## config.mk

```make
export PLATFORM = sky130hd
export DESIGN_NAME = tlv_record_validator_unit
export DESIGN_NICKNAME = d
export VERILOG_FILES = /design/src/tlvv_pkg.sv /design/src/tlvv_cfg_regs.sv /design/src/tlvv_parser.sv /design/src/tlv_record_validator_unit.sv
export SDC_FILE = /design/constraint.sdc
export NUM_CORES = 1
export LEC_CHECK = 0
export ABC_CLOCK_PERIOD_IN_PS = 3900
export BUFFER_PORTS_ARGS = -buffer_cell sky130_fd_sc_hd__buf_2
export CELL_PAD_IN_SITES_DETAIL_PLACEMENT = 1
export CELL_PAD_IN_SITES_GLOBAL_PLACEMENT = 2
export CORE_AREA = 5 5 252 192
export DETAILED_ROUTE_END_ITERATION = 8
export DIE_AREA = 0 0 257 197
export PLACE_DENSITY_LB_ADDON = 0.2
export SLEW_MARGIN = 25
export SYNTH_ARGS = -nofsm -noshare
export SYNTH_HDL_FRONTEND = slang
export SYNTH_SLANG_ARGS = --single-unit
```

## constraint.sdc

```tcl
create_clock -name clk -period 3.9 [get_ports clk]
set_input_delay 0.78 -clock clk [delete_from_list [all_inputs] [get_ports clk]]
set_output_delay 0.78 -clock clk [all_outputs]
set_load 0.05 [all_outputs]
```

## src/tlvv_pkg.sv

```systemverilog
`default_nettype none

package tlvv_pkg;

    localparam int unsigned HDR_BYTES = 8;
    localparam int unsigned HDR_IDX_W = $clog2(HDR_BYTES);
    localparam int unsigned ID_W = 16;
    localparam int unsigned LEN_W = 32;
    localparam int unsigned PAY_W = 28;
    localparam int unsigned TRACKED_IDS = 31;
    localparam int unsigned CFG_IDX_W = 2;
    localparam int unsigned CFG_DATA_W = 31;

    localparam logic [PAY_W-1:0] MAX_PAYLOAD_RESET = PAY_W'(128 * 1024 * 1024);
    localparam logic [TRACKED_IDS-1:0] REQ_MASK_RESET = 31'h0040_0100;

    localparam logic [7:0] CRIT_FLAG = 8'h01;
    localparam logic [LEN_W-1:0] TIME_BYTES = 32'd20;

    localparam logic [7:0] TYP_BYTE = 8'd1;
    localparam logic [7:0] TYP_HALF = 8'd2;
    localparam logic [7:0] TYP_WORD = 8'd3;
    localparam logic [7:0] TYP_DWORD = 8'd4;
    localparam logic [7:0] TYP_TEXT = 8'd5;
    localparam logic [7:0] TYP_STAMP = 8'd6;

    localparam logic [CFG_IDX_W-1:0] CFG_MAX_PAYLOAD = 2'd0;
    localparam logic [CFG_IDX_W-1:0] CFG_REQUIRED_MASK = 2'd1;

    typedef enum logic [2:0] {
        ST_OK,
        ST_SHORT_HDR,
        ST_BAD_LEN,
        ST_DUP,
        ST_BAD_TYPE,
        ST_CRIT_UNKNOWN,
        ST_MISSING
    } status_t;

    typedef struct packed {
        logic [7:0] data_byte;
        logic       last_byte;
    } item_t;

    typedef struct packed {
        status_t                status;
        logic [TRACKED_IDS-1:0] fields_seen;
        logic [ID_W-1:0]        bad_field;
    } result_t;

    typedef struct packed {
        logic [PAY_W-1:0]       max_payload;
        logic [TRACKED_IDS-1:0] required_mask;
    } cfg_t;

endpackage

`default_nettype wire

```

## src/tlvv_cfg_regs.sv

```systemverilog
`default_nettype none

module tlvv_cfg_regs (
    input  wire logic                               clk,
    input  wire logic                               rst_n,
    input  wire logic                               cfg_valid,
    output logic                                    cfg_ready,
    input  wire logic [tlvv_pkg::CFG_IDX_W-1:0]     cfg_index,
    input  wire logic [tlvv_pkg::CFG_DATA_W-1:0]    cfg_data,
    output tlvv_pkg::cfg_t                          cfg
);

    logic [tlvv_pkg::PAY_W-1:0]       max_payload_reg;
    logic [tlvv_pkg::TRACKED_IDS-1:0] required_mask_reg;

    assign cfg_ready = 1'b1;

    always_ff @(posedge clk or negedge rst_n)
    begin
        if (!rst_n)
        begin
            max_payload_reg   <= tlvv_pkg::MAX_PAYLOAD_RESET;
            required_mask_reg <= tlvv_pkg::REQ_MASK_RESET;
        end
        else if (cfg_valid)
        begin
            case (cfg_index)
                tlvv_pkg::CFG_MAX_PAYLOAD:
                    max_payload_reg <= cfg_data[tlvv_pkg::PAY_W-1:0];
                tlvv_pkg::CFG_REQUIRED_MASK:
                    required_mask_reg <= cfg_data[tlvv_pkg::TRACKED_IDS-1:0];
                default:
                begin
                end
            endcase
        end
    end

    assign cfg.max_payload   = max_payload_reg;
    assign cfg.required_mask = required_mask_reg;

endmodule

`default_nettype wire

```

## src/tlvv_parser.sv

```systemverilog
`default_nettype none

module tlvv_parser (
    input  wire logic             clk,
    input  wire logic             rst_n,
    input  wire logic             step,
    input  wire tlvv_pkg::item_t  item,
    input  wire tlvv_pkg::cfg_t   cfg,
    output tlvv_pkg::result_t     result
);

    typedef struct packed {
        tlvv_pkg::status_t                code;
        logic [tlvv_pkg::TRACKED_IDS-1:0] seen;
    } check_t;

    logic [tlvv_pkg::HDR_IDX_W-1:0]        hdr_idx_reg, hdr_idx_next;
    logic [tlvv_pkg::HDR_BYTES*8-1:0]      hdr_reg, hdr_next;
    logic [tlvv_pkg::PAY_W-1:0]            pay_left_reg, pay_left_next;
    logic [tlvv_pkg::TRACKED_IDS-1:0]      seen_reg, seen_next;
    tlvv_pkg::status_t                     err_reg, err_next;
    logic [tlvv_pkg::ID_W-1:0]             fail_field_reg, fail_field_next;

    logic [tlvv_pkg::HDR_BYTES*8-1:0]      hdr_shift;
    logic [tlvv_pkg::HDR_BYTES*8-1:0]      chk_hdr;
    logic [tlvv_pkg::LEN_W-1:0]            new_len;
    logic                                  in_payload;
    logic                                  hdr_done;
    logic                                  len_over;
    logic                                  do_check;
    check_t                                chk;

    function automatic check_t item_check(
        input logic [tlvv_pkg::HDR_BYTES*8-1:0] hdr,
        input logic [tlvv_pkg::TRACKED_IDS-1:0] seen
    );
        logic [tlvv_pkg::ID_W-1:0]        f;
        logic [7:0]                       t;
        logic [7:0]                       flags;
        logic [tlvv_pkg::LEN_W-1:0]       n;
        logic                             tracked;
        logic [tlvv_pkg::TRACKED_IDS-1:0] bit_mask;
        logic                             ok;
        check_t                           res;
        f        = hdr[63:48];
        t        = hdr[47:40];
        flags    = hdr[39:32];
        n        = hdr[31:0];
        tracked  = (f[15:5] == '0) && (f[4:0] != '0);
        bit_mask = tlvv_pkg::TRACKED_IDS'(1) << (f[4:0] - 5'd1);
        res.code = tlvv_pkg::ST_OK;
        res.seen = seen;
        ok       = 1'b1;
        if (tracked && ((seen & bit_mask) != '0))
        begin
            res.code = tlvv_pkg::ST_DUP;
        end
        else
        begin
            if (tracked)
            begin
                res.seen = seen | bit_mask;
            end
            case (f) inside
                16'd1, 16'd2, 16'd3:
                    ok = (t == tlvv_pkg::TYP_HALF) && (n == 32'd2);
                16'd4, 16'd23, 16'd24:
                    ok = (t == tlvv_pkg::TYP_WORD) && (n == 32'd4);
                16'd5:
                    ok = (t == tlvv_pkg::TYP_DWORD) && (n == 32'd8);
                16'd6, 16'd7:
                    ok = (t == tlvv_pkg::TYP_STAMP) && (n == tlvv_pkg::TIME_BYTES);
                [16'd8:16'd14], 16'd16, 16'd17, 16'd21, 16'd22:
                    ok = (t == tlvv_pkg::TYP_TEXT);
                16'd15, [16'd18:16'd20]:
                    ok = 1'b1;
                16'd25:
                    ok = (t == tlvv_pkg::TYP_BYTE) && (n == 32'd1);
                default:
                begin
                    if ((flags & tlvv_pkg::CRIT_FLAG) != '0)
                    begin
                        res.code = tlvv_pkg::ST_CRIT_UNKNOWN;
                    end
                end
            endcase
            if (!ok)
            begin
                res.code = tlvv_pkg::ST_BAD_TYPE;
            end
        end
        return res;
    endfunction

    always_comb
    begin
        hdr_shift  = {hdr_reg[tlvv_pkg::HDR_BYTES*8-9:0], item.data_byte};
        in_payload = (pay_left_reg != '0);
        hdr_done   = !in_payload
                     && (hdr_idx_reg == tlvv_pkg::HDR_IDX_W'(tlvv_pkg::HDR_BYTES - 1));
        new_len    = hdr_shift[tlvv_pkg::LEN_W-1:0];
        len_over   = new_len > tlvv_pkg::LEN_W'(cfg.max_payload);
        chk_hdr    = in_payload ? hdr_reg : hdr_shift;
        chk        = item_check(chk_hdr, seen_reg);
        do_check   = (err_reg == tlvv_pkg::ST_OK)
                     && (in_payload ? (pay_left_reg == tlvv_pkg::PAY_W'(1))
                                    : (hdr_done && !len_over && (new_len == '0)));

        hdr_idx_next    = hdr_idx_reg;
        hdr_next        = hdr_reg;
        pay_left_next   = pay_left_reg;
        seen_next       = seen_reg;
        err_next        = err_reg;
        fail_field_next = fail_field_reg;

        if (err_reg == tlvv_pkg::ST_OK)
        begin
            if (in_payload)
            begin
                pay_left_next = pay_left_reg - tlvv_pkg::PAY_W'(1);
            end
            else
            begin
                hdr_next = hdr_shift;
                if (hdr_done)
                begin
                    hdr_idx_next = '0;
                    if (len_over)
                    begin
                        err_next        = tlvv_pkg::ST_BAD_LEN;
                        fail_field_next = hdr_shift[63:48];
                    end
                    else
                    begin
                        pay_left_next = new_len[tlvv_pkg::PAY_W-1:0];
                    end
                end
                else
                begin
                    hdr_idx_next = hdr_idx_reg + tlvv_pkg::HDR_IDX_W'(1);
                end
            end
            if (do_check)
            begin
                seen_next = chk.seen;
                err_next  = chk.code;
                if (chk.code != tlvv_pkg::ST_OK)
                begin
                    fail_field_next = chk_hdr[63:48];
                end
            end
        end

        result.status      = err_next;
        result.fields_seen = seen_next;
        result.bad_field   = fail_field_next;
        if (err_next == tlvv_pkg::ST_OK)
        begin
            if (pay_left_next != '0)
            begin
                result.status    = tlvv_pkg::ST_BAD_LEN;
                result.bad_field = hdr_next[63:48];
            end
            else if (hdr_idx_next != '0)
            begin
                result.status    = tlvv_pkg::ST_SHORT_HDR;
                result.bad_field = '0;
            end
            else if ((seen_next & cfg.required_mask) != cfg.required_mask)
            begin
                result.status    = tlvv_pkg::ST_MISSING;
                result.bad_field = '0;
            end
        end

        if (item.last_byte)
        begin
            hdr_idx_next    = '0;
            hdr_next        = '0;
            pay_left_next   = '0;
            seen_next       = '0;
            err_next        = tlvv_pkg::ST_OK;
            fail_field_next = '0;
        end
    end

    always_ff @(posedge clk or negedge rst_n)
    begin
        if (!rst_n)
        begin
            hdr_idx_reg    <= '0;
            hdr_reg        <= '0;
            pay_left_reg   <= '0;
            seen_reg       <= '0;
            err_reg        <= tlvv_pkg::ST_OK;
            fail_field_reg <= '0;
        end
        else if (step)
        begin
            hdr_idx_reg    <= hdr_idx_next;
            hdr_reg        <= hdr_next;
            pay_left_reg   <= pay_left_next;
            seen_reg       <= seen_next;
            err_reg        <= err_next;
            fail_field_reg <= fail_field_next;
        end
    end

endmodule

`default_nettype wire

```

## src/tlv_record_validator_unit.sv

```systemverilog
// Record validator for type-length-value records, one byte per transaction.
// The item channel (item_valid, item_ready, item) carries a data byte and a
// last-byte mark; the result channel (result_valid, result_ready, result)
// carries one status, seen-field mask and failing field id per record.
// The configuration channel (cfg_valid, cfg_ready, cfg_index, cfg_data)
// writes the maximum payload length (index 0) and the required-field mask
// (index 1); it is always ready. It must be written only while the block is idle,
// which the block itself does not enforce. An input register feeds the parser,
// whose header, payload and check logic update once per byte into a result
// register, loaded when the parser steps on a record's last byte. Reset clears
// the parser state and restores both configuration registers. Throughput is one
// byte per cycle while no result waits on result_ready; while one waits, other
// bytes keep flowing, but a last byte holds in the input register until the
// result slot frees, and item_ready drops once that register is occupied and stuck.
`default_nettype none

module tlv_record_validator_unit (
    input  wire logic                               clk,
    input  wire logic                               rst_n,
    input  wire logic                               item_valid,
    output logic                                    item_ready,
    input  wire tlvv_pkg::item_t                    item,
    output logic                                    result_valid,
    input  wire logic                               result_ready,
    output tlvv_pkg::result_t                       result,
    input  wire logic                               cfg_valid,
    output logic                                    cfg_ready,
    input  wire logic [tlvv_pkg::CFG_IDX_W-1:0]     cfg_index,
    input  wire logic [tlvv_pkg::CFG_DATA_W-1:0]    cfg_data
);

    tlvv_pkg::item_t   item_reg;
    logic              item_valid_reg;
    tlvv_pkg::result_t result_reg;
    logic              result_valid_reg, result_valid_next;
    tlvv_pkg::result_t parse_result;
    tlvv_pkg::cfg_t    cfg;
    logic              step;

    tlvv_cfg_regs u_cfg (
        .clk       (clk),
        .rst_n     (rst_n),
        .cfg_valid (cfg_valid),
        .cfg_ready (cfg_ready),
        .cfg_index (cfg_index),
        .cfg_data  (cfg_data),
        .cfg       (cfg)
    );

    tlvv_parser u_parser (
        .clk    (clk),
        .rst_n  (rst_n),
        .step   (step),
        .item   (item_reg),
        .cfg    (cfg),
        .result (parse_result)
    );

    assign step = item_valid_reg
                  && (!item_reg.last_byte || !result_valid_reg || result_ready);
    assign item_ready = !item_valid_reg || step;

    always_comb
    begin
        result_valid_next = result_valid_reg && !result_ready;
        if (step && item_reg.last_byte)
        begin
            result_valid_next = 1'b1;
        end
    end

    always_ff @(posedge clk or negedge rst_n)
    begin
        if (!rst_n)
        begin
            item_valid_reg   <= 1'b0;
            result_valid_reg <= 1'b0;
        end
        else
        begin
            if (item_ready)
            begin
                item_valid_reg <= item_valid;
            end
            result_valid_reg <= result_valid_next;
        end
    end

    always_ff @(posedge clk)
    begin
        if (item_valid && item_ready)
        begin
            item_reg <= item;
        end
        if (step && item_reg.last_byte)
        begin
            result_reg <= parse_result;
        end
    end

    assign result_valid = result_valid_reg;
    assign result       = result_reg;

endmodule

`default_nettype wire

```

Yosys cells after proc, flatten, opt, wreduce, memory -nomap -nowiden
Cells that the tools add are included.

Bitwise operators: 3. $add $sub $neg: 3. Multiply operators: 0. Div/mod/pow operators: 0. Reduce and logical (&&, ||, !) cells: 47. Shift operators: 1. Order comparisons: 5. Mux-type cells: 58. Equal/unequal tests: 31.

Operator list (count): 64-bit 2-to-1 mux (3); 16-bit 2-to-1 mux (11); 31-bit 2-to-1 mux (5); 28-bit 2-to-1 mux (5); 16-bit by 5-bit equality test with 1-bit output (second input constant) (7); 3-bit 2-to-1 mux (24); 16-bit by 3-bit equality test with 1-bit output (second input constant) (4); 31-bit bitwise AND (2); 28-bit nonzero test (2); 16-bit by 2-bit equality test with 1-bit output (second input constant) (2); 32-bit by 1-bit equality test with 1-bit output (second input constant) (1); 32-bit by 2-bit equality test with 1-bit output (second input constant) (1); 32-bit by 3-bit equality test with 1-bit output (second input constant) (1); 32-bit by 4-bit equality test with 1-bit output (second input constant) (1); 32-bit by 5-bit equality test with 1-bit output (second input constant) (1); 32-bit by 28-bit > comparator with 1-bit output (1); 32-bit logical NOT (1); 31-bit inequality test (1); 31-bit OR (1); 31-bit nonzero test (1); 1-bit by 5-bit << shifter with 31-bit output (first input constant) (1); 28-bit by 1-bit equality test with 1-bit output (second input constant) (1); 28-bit by 1-bit subtractor with 28-bit output (second input constant) (1); 8-bit by 3-bit equality test with 1-bit output (second input constant) (3); 28 further kinds (67).

Bits in latches: 0. Bits in writable memories: 0. Memories: 0. Memory bits (read-only): 0. Register bits: 265. Output and inout bits: 53. Word-level logic and storage cells: 165.

Longest topological paths before layout
Gate-level depths: netlist of the first run.

Depth in word-level cells: 22. Mapped depth: 19. Depth with buffers taken out: 14.

By module
Synthesis of the first run repeated with hierarchy kept, for this count alone.

Cells, all modules: 1643. Area total of the unflattened synthesis: 15682.5 um^2.

Modules (own cells, without submodules): tlvv_parser (seq. area each 3628.5 um^2, times used 1, cells each 1446, area each 11579.9 um^2); tlvv_cfg_regs (seq. area each 1480.2 um^2, times used 1, cells each 128, area each 2224.6 um^2); tlv_record_validator_unit (seq. area each 1821.7 um^2, times used 1, cells each 69, area each 1878.1 um^2).

Worst setup path after synthesis of the first run
OpenSTA, ideal clock, no wires.

Path kind: flip-flop to flip-flop. Start point: register u_parser.pay_left_reg[0] (netlist name). End point: register result_reg (netlist bit result[7]), data pin. Data required time: 3.756 ns. Period minus slack after synthesis: 4.225 ns. Cell stages (with the launch flop): 17. Setup slack: -0.325 ns. Path buffers: 2. Arrival time: 4.081 ns. Path through: dfrtp_1 > inv_1 > ha_1 > nor3b_2 > nand4_2 > nor2_4 > mux2_2 > a221o_1 > a211o_1 > buf_6 > a211oi_4 > a211oi_1 > or4_4 > nor4b_4 > nand3_2 > buf_6 > o21ai_1.

RTL lines: start, declared (RTL line tlvv_parser.sv:19) `logic [tlvv_pkg::PAY_W-1:0] pay_left_reg, pay_left_next;`; start signal, assigned (RTL line tlvv_parser.sv:202) `pay_left_reg <= pay_left_next;`; end signal, assigned (RTL line tlv_record_validator_unit.sv:97) `result_reg <= parse_result;`; end, declared (RTL line tlv_record_validator_unit.sv:34) `tlvv_pkg::result_t result_reg;`.

==> results of run 1 <==
[synth_stat cells, types with 21 or more instances]
library cell,n,area share
a21oi_1,91,0.030
nor4_1,37,0.015
nand2_1,176,0.043
clkbuf_1,82,0.020
nand4_1,34,0.014
or2_2,28,0.011
nand3_1,38,0.012
edfxtp_1,59,0.12
nor3_1,52,0.017
mux2_2,38,0.028
ha_1,32,0.026
nand2b_1,21,0.0086
inv_1,95,0.023
a22o_1,65,0.037
nor2_1,72,0.018
mux2i_1,29,0.019
dfrtp_1,203,0.33
o21ai_0,122,0.040
[power by group through the flow]
stage          logic (W)  registers, W  clock network, W
6_report         0.00588       0.00330           0.00308
4_1_cts          0.00552       0.00330           0.00314
2_1_floorplan    0.00234       0.00339                 0
3_3_place_gp     0.00503       0.00333                 0
3_5_place_dp     0.00508       0.00335                 0
5_1_grt          0.00626       0.00332           0.00327
[final timing paths]
path	startpoint	endpoint	slack (ns)	cells after the start
max in group asynchronous	rst_n	u_parser.hdr_idx_reg[2]	2.90	2
min in group clk	item[5]	item_reg[5]	0.36	1
hold reg to reg	u_parser.fail_field_reg[6]	u_parser.fail_field_reg[6]	0.48	2
setup / recovery	u_cfg.max_payload_reg[27]	result[1]	-0.36	21
setup reg to reg	u_cfg.max_payload_reg[27]	result[1]	-0.36	21
hold / removal	rst_n	u_parser.seen_reg[21]	0.09	1
[layout by cell type (no fill, tap or decap), types with 16 or more instances in the layout]
| cell | synthesis | layout |
|---|---|---|
| mux2i_1 | 29 | 27 |
| a21oi_1 | 91 | 77 |
| mux2_2 | 38 | 37 |
| nor3_1 | 52 | 41 |
| a22o_1 | 65 | 65 |
| nand2b_1 | 21 | 21 |
| inv_1 | 95 | 88 |
| nor2_1 | 72 | 65 |
| o21ai_0 | 122 | 102 |
| buf_2 | 7 | 97 |
| edfxtp_1 | 59 | 59 |
| ha_1 | 32 | 28 |
| nand3_1 | 38 | 37 |
| clkbuf_16 | 0 | 33 |
| nor4_1 | 37 | 22 |
| o211ai_1 | 18 | 18 |
| a21o_1 | 18 | 17 |
| buf_4 | 1 | 386 |
| nand2_1 | 176 | 176 |
| or3_1 | 16 | 16 |
| dfrtp_1 | 203 | 202 |
| or2_2 | 28 | 28 |
| o21ai_1 | 13 | 27 |
| nand4_1 | 34 | 34 |
[metal layers]
| metal | part of all wire | wire length (µm) | vias up |
|---|---|---|---|
| met1 | 0.47 | 32900 | 7969 |
| met3 | 0.066 | 4590 | 69 |
| met5 | 0 | 0 | - |
| li1 | - | - | 6967 |
| met4 | 0.021 | 1480 | 0 |
| met2 | 0.44 | 30700 | 449 |
[cell families after synthesis]
family | share of synthesized area
XOR/XNOR | 0.00228
AND/OR/NAND/NOR | 0.197
buffers and inverters | 0.0517
adder cells (fa/ha/maj) | 0.0261
multiplexers | 0.0468
flip-flops | 0.452
AO/OA/AOI/OAI | 0.224
other | 0.000245
[per-stage QoR]
| step | instance area [µm²] | util | hold WS, ns |
|---|---|---|---|
| 6_report | 21200 | 0.466 | 0.0864 |
| 5_1_grt | 21200 | 0.466 | 0.101 |
| 4_1_cts | 20700 | 0.454 | 0.0786 |
| 3_5_place_dp | 19100 | 0.418 | 0.475 |
| 3_3_place_gp | 19100 | 0.418 | 0.460 |
| 2_1_floorplan | 15400 | - | 0.442 |
[timing repair]
| item | CTS | global route |
|---|---|---|
| pin swaps | 32 | 23 |
| gates cloned | 0 | 1 |
| setup endpoints to repair | 35 | 34 |
| hold endpoints to repair | 0 | 0 |
| setup buffers | 26 | 23 |
| gates resized for setup | 83 | 81 |
[layout make-up]
cell class | count | area (µm²) | area share
well taps | 595 | 744 | 0.0351
flip-flops and latches | 265 | 6930 | 0.326
multi-input cells | 1166 | 8320 | 0.392
repair buffers | 511 | 3810 | 0.180
clock buffers | 43 | 902 | 0.0425
inverters | 96 | 360 | 0.0170
clock inverters | 12 | 163 | 0.00766
==> impl_metrics.ini, run 1 <==
[status]
status = complete, but fails checks
failed_checks = negative setup slack

[placed_design]
pre_cts_ws_ns = -0.878
port_buffers = 98
place.detailed.hpwl_um = 52100
place_congestion = 0.967
place_inst = 2586

[grt]
grtUsageMet1 = 0.399
grt_util_met2 = 0.412
grt_usage = 0.267
antenna_found_initial = 2
grt_pass1_vias = 15700
met3_usage = 0.0448
grt_pass1_wl_um = 104000
busiest_layer = met2
overflow = 0
grt_max_degree = 75

[worst_setup_path]
crit_type = flop to flop
cp_slowest_stage_delay_ns = 0.53
path_cells = inv_2 -> ha_4 -> nand4_1 -> buf_4 -> nor3_4 -> o31a_1 -> buf_6 -> o21ai_4 -> buf_6 -> o211ai_1 -> buf_4 -> o211ai_1 -> nor4bb_4 -> nand4_1 -> buf_6 -> nor3_4 -> buf_6 -> clkbuf_16 -> a21oi_2 -> mux2i_1 -> o21ai_1
crit_buf_inv = 8
cp_slowest_cell = dfstp_2
crit_path_end_kind = flop
cp-start-kind = flop
crit_required_ns = 4.24
path_max_fanout = 8
worstPathArrival_ns = 4.60
cpMostUsedCell = buf_6
cp_top_family = buffers and inverters

[clock_network]
h-tree-depth = 1
numCtsBuffers = 30
clock_path_buffers = 3
cts_root_buffer = clkbuf_16
holdBufCountCts = 0
clk_latency_ns = 0.60
clock_sinks = 265
cts.clk_slew.worst_paths_ns = 0.06
cts_tree = built

[sta]
setup_ws_ns = -0.358
setup_violations = 19
fin_crit_sh = 1.09
hold_viol = 0
fmax_mhz = 235
finalSetupTns_ns = -6.23
fin_skew_ns = 0.0164
maxSlewHeadroom = 0.276
rsz0062_at_grt = yes
drv_slew = 0
fin_crit_ns = 4.26
tightest_slew_ns = 1.08

[layout]
fill_cells = 5192
fin_nets = 2149
n_antenna_cell = 0
area_growth_pct = 38.5
drive_above_1_share = 0.372
largest_reg_flops = 64
stdcell_count = 2688

[drt]
via_count = 15500
drc = 0
drt_iter0_drc = 1223
antenna_left = 0
drt-pass1-iter-count = 5
viasPerCell = 5.75
routedWlPerCell_um = 25.9
wirelength_um = 69700

[floorplanning]
die_y_um = 197
ioPinCount = 100
dieArea_um2 = 50600
die_x_um = 257
fp-row-count = 68
core_area_um2 = 45600
initial_core_util = 0.336

[yosys]
yosysWarnings = 0
ys_seq_elements = 265
synth-seq-area-share = 0.452
synthArstFlopShare = 0.777
syn-instance-count = 1629
synth.distinct_cells = 93
syn_area_per_cell_um2 = 9.42
synth_area_um2 = 15300
synth_ff_type = dfrtp_1
syn_nets = 1708
synth-edff-count = 59

[power]
power_frac_seq = 0.269
internal_power_w = 0.00746
powerDensity_nw_per_um2 = 578
combPwrFrac = 0.479
leakage_nw = 9.51
ir_drop_mv = 0.360
p_sw_w = 0.00481
total_power_w = 0.0123
clockPowerShare = 0.251
swShare = 0.392

[flow_run]
drv_cap = 0

[worst_hold_path]
hold_path.class = primary input to async pin
Note: power is estimated with default switching activity, not from simulation.
==> run 2: changes to the inputs <==
--- a/config.mk
+++ b/config.mk
@@ -9,11 +9,12 @@
 export BUFFER_PORTS_ARGS = -buffer_cell sky130_fd_sc_hd__buf_2
 export CELL_PAD_IN_SITES_DETAIL_PLACEMENT = 1
 export CELL_PAD_IN_SITES_GLOBAL_PLACEMENT = 2
-export CORE_AREA = 5 5 252 192
+export CORE_AREA = 5 5 254 194
 export DETAILED_ROUTE_END_ITERATION = 8
-export DIE_AREA = 0 0 257 197
+export DIE_AREA = 0 0 259 199
 export PLACE_DENSITY_LB_ADDON = 0.2
 export SLEW_MARGIN = 25
 export SYNTH_ARGS = -nofsm -noshare
 export SYNTH_HDL_FRONTEND = slang
+export SYNTH_HIERARCHICAL = 1
 export SYNTH_SLANG_ARGS = --single-unit
==> impl_metrics.ini, run 2 <==
[yosys]
synth.distinct_cells = 94
yosysWarnings = 6
synth_ff_type = dfrtp_1
synth_top_area_share = 0.324
yosys.area.top_type = dfrtp_1
synthArstFlopShare = 0.777
syn_nets = 1722
syn_area_per_cell_um2 = 9.55
synth.area.top_cells = dfrtp_1 (32%), edfxtp_1 (11%), mux2_2 (4.8%)
syn-instance-count = 1643
synth_area_um2 = 15700
synth_most_common_cell = dfrtp_1
synth-seq-area-share = 0.442
synth-edff-count = 59
ys_seq_elements = 265
ys_top_cells_by_count = dfrtp_1 (203), nand2_1 (136), inv_1 (91), nor2_1 (91), o21ai_0 (81)

[layout]
mostFrequentLayoutCells = buf_4 (443), dfrtp_1 (202), nand2_1 (133)
multi_input_area_um2 = 8340
final_common_cell = buf_4
largest_reg_flops = 64
drive_above_1_share = 0.378
fin_nets = 2213
area_growth_pct = 39.9
final_util = 0.470
final_area_um2 = 21900
fill_cells = 5325
seq_area_um2 = 6930
n_antenna_cell = 0

[sta]
fin_crit_ns = 4.72
drv_slew = 0
maxSlewHeadroom = 0.191
setup_ws_ns = -0.815
fin_crit_sh = 1.21
setup_violations = 35
hold_viol = 0
tightest_slew_ns = 1.20
hold_slack_ns = 0.0285
fmax_mhz = 212
rsz0062_at_grt = yes
fin_skew_ns = 0.0117
finalSetupTns_ns = -21.50

[grt]
grt_usage = 0.276
antenna_found_initial = 2
grt_max_degree = 109
grt_pass1_vias = 16700
overflow = 0
grt_pass1_wl_um = 108000

[placed_design]
pre_cts_ws_ns = -1.17
place.detailed.hpwl_um = 55500
port_buffers = 98
place_congestion = 0.954
placed_cell_area_um2 = 20100

[power]
ir_drop_mv = 0.434
leakage_nw = 10.2
powerDensity_nw_per_um2 = 701

[drt]
viasPerCell = 5.69
drt_iter0_drc = 1198
drt-pass1-iter-count = 5
via_count = 15900
wirelength_um = 72500
routedWlPerCell_um = 25.9
antenna_left = 0
drc = 0

[floorplanning]
fp-row-count = 69
die_y_um = 199
core_area_um2 = 46700
ioPinCount = 100
dieArea_um2 = 51500
initial_core_util = 0.336
die_x_um = 259

[worst_setup_path]
crit_path_end_kind = flop
cp-start-kind = flop
reg2reg_slack_ns = -0.82
crit_type = flop to flop
worstPathArrival_ns = 5.16
r2r_cells = 16
rr_endpoint = result[4]
path_max_fanout = 15
crit_required_ns = 4.34
timing.rr.start = u_parser/pay_left_reg[24]

[status]
status = complete, but fails checks
failed_checks = negative setup slack

[worst_hold_path]
hold_path.class = primary input to async pin

[clock_network]
clock_path_buffers = 3
clk_latency_ns = 0.61
h-tree-depth = 1
cts_tree = built
cts_root_buffer = clkbuf_16
clock_sinks = 265
cts.clk_slew.worst_paths_ns = 0.06
numCtsBuffers = 31

[flow_run]
drv_cap = 0
-- run 2: final cells by class --
class | instances | area share
Tap cell | 639 | 0.0365
Clock inverter | 21 | 0.0113
Clock buffer | 37 | 0.0382
Timing Repair Buffer | 575 | 0.202
Multi-Input combinational cell | 1170 | 0.380
Inverter | 91 | 0.0156
Sequential cell | 265 | 0.316
-- run 2: what timing repair did --
action | in CTS | in global routing
resized for setup | 57 | 26
endpoints found under the setup margin | 35 | 35
setup buffers | 17 | 11
cloned | 4 | 0
pin swaps | 20 | 14
hold buffers | 0 | 0
-- run 2: critical path, cell delays in order (launching register included) --
cell and delay, ns:
dfrtp_1 0.41, nor4_4 0.31, buf_4 0.17, nand4_4 0.23, nor2_4 0.20, mux2_4 0.31, or4b_4 0.53, or4_4 0.55
o31ai_4 0.22, a2bb2o_4 0.24, a2111o_1 0.32, buf_6 0.13, nor4_4 0.35, buf_4 0.20, nand2_4 0.05, buf_12 0.15
o211ai_1 0.17
-- run 2: metal layers --
layer  routed length (µm)  GRT usage  up-vias
met5                   12          0        -
met4                 1460     0.0572        2
met3                 5250     0.0632       83
met2                31900      0.428      441
met1                33800      0.397     8233
li1                     -          -     7170
-- run 2: stage by stage --
step	cells	total power, W
after floorplan	1643	0.00727
after global placement	2708	0.0113
after detailed placement	2708	0.0114
after CTS	2787	0.0151
after global routing	2798	0.0162
final	2798	0.0154
-- run 2: worst max-delay path by stage --
| stage | from | to | slack, ns | depth (start not counted) |
|---|---|---|---|---|
| 2_1_floorplan | u_parser/pay_left_reg[15] | result[48] | -0.32 | 13 |
| 3_3_place_gp | u_parser/pay_left_reg[21] | result[1] | -1.04 | 16 |
| 3_5_place_dp | u_parser/pay_left_reg[22] | result[4] | -1.17 | 17 |
| 4_1_cts | u_parser/pay_left_reg[12] | result[4] | -0.77 | 15 |
| 5_1_grt | u_parser/pay_left_reg[24] | result[4] | -0.93 | 17 |
| 6_report | u_parser/pay_left_reg[24] | result[4] | -0.82 | 16 |
-- run 2: cells by family after synthesis --
family          count (synthesis)  share of synthesized area
fa+ha+maj                      32                     0.0255
xor+xnor                        5                    0.00279
flops                         265                      0.442
compound gates                469                      0.218
mux                            73                     0.0520
simple gates                  590                      0.205
other cells                     1                   0.000239
buf+inv                       208                     0.0545
-- run 2: power breakdown --
part           switching [W]  total [W]  internal (W)  leakage [nW]
clock network        0.00131    0.00313       0.00181         0.533
logic                0.00474    0.00876       0.00402          6.38
registers           0.000307    0.00350       0.00319          3.28
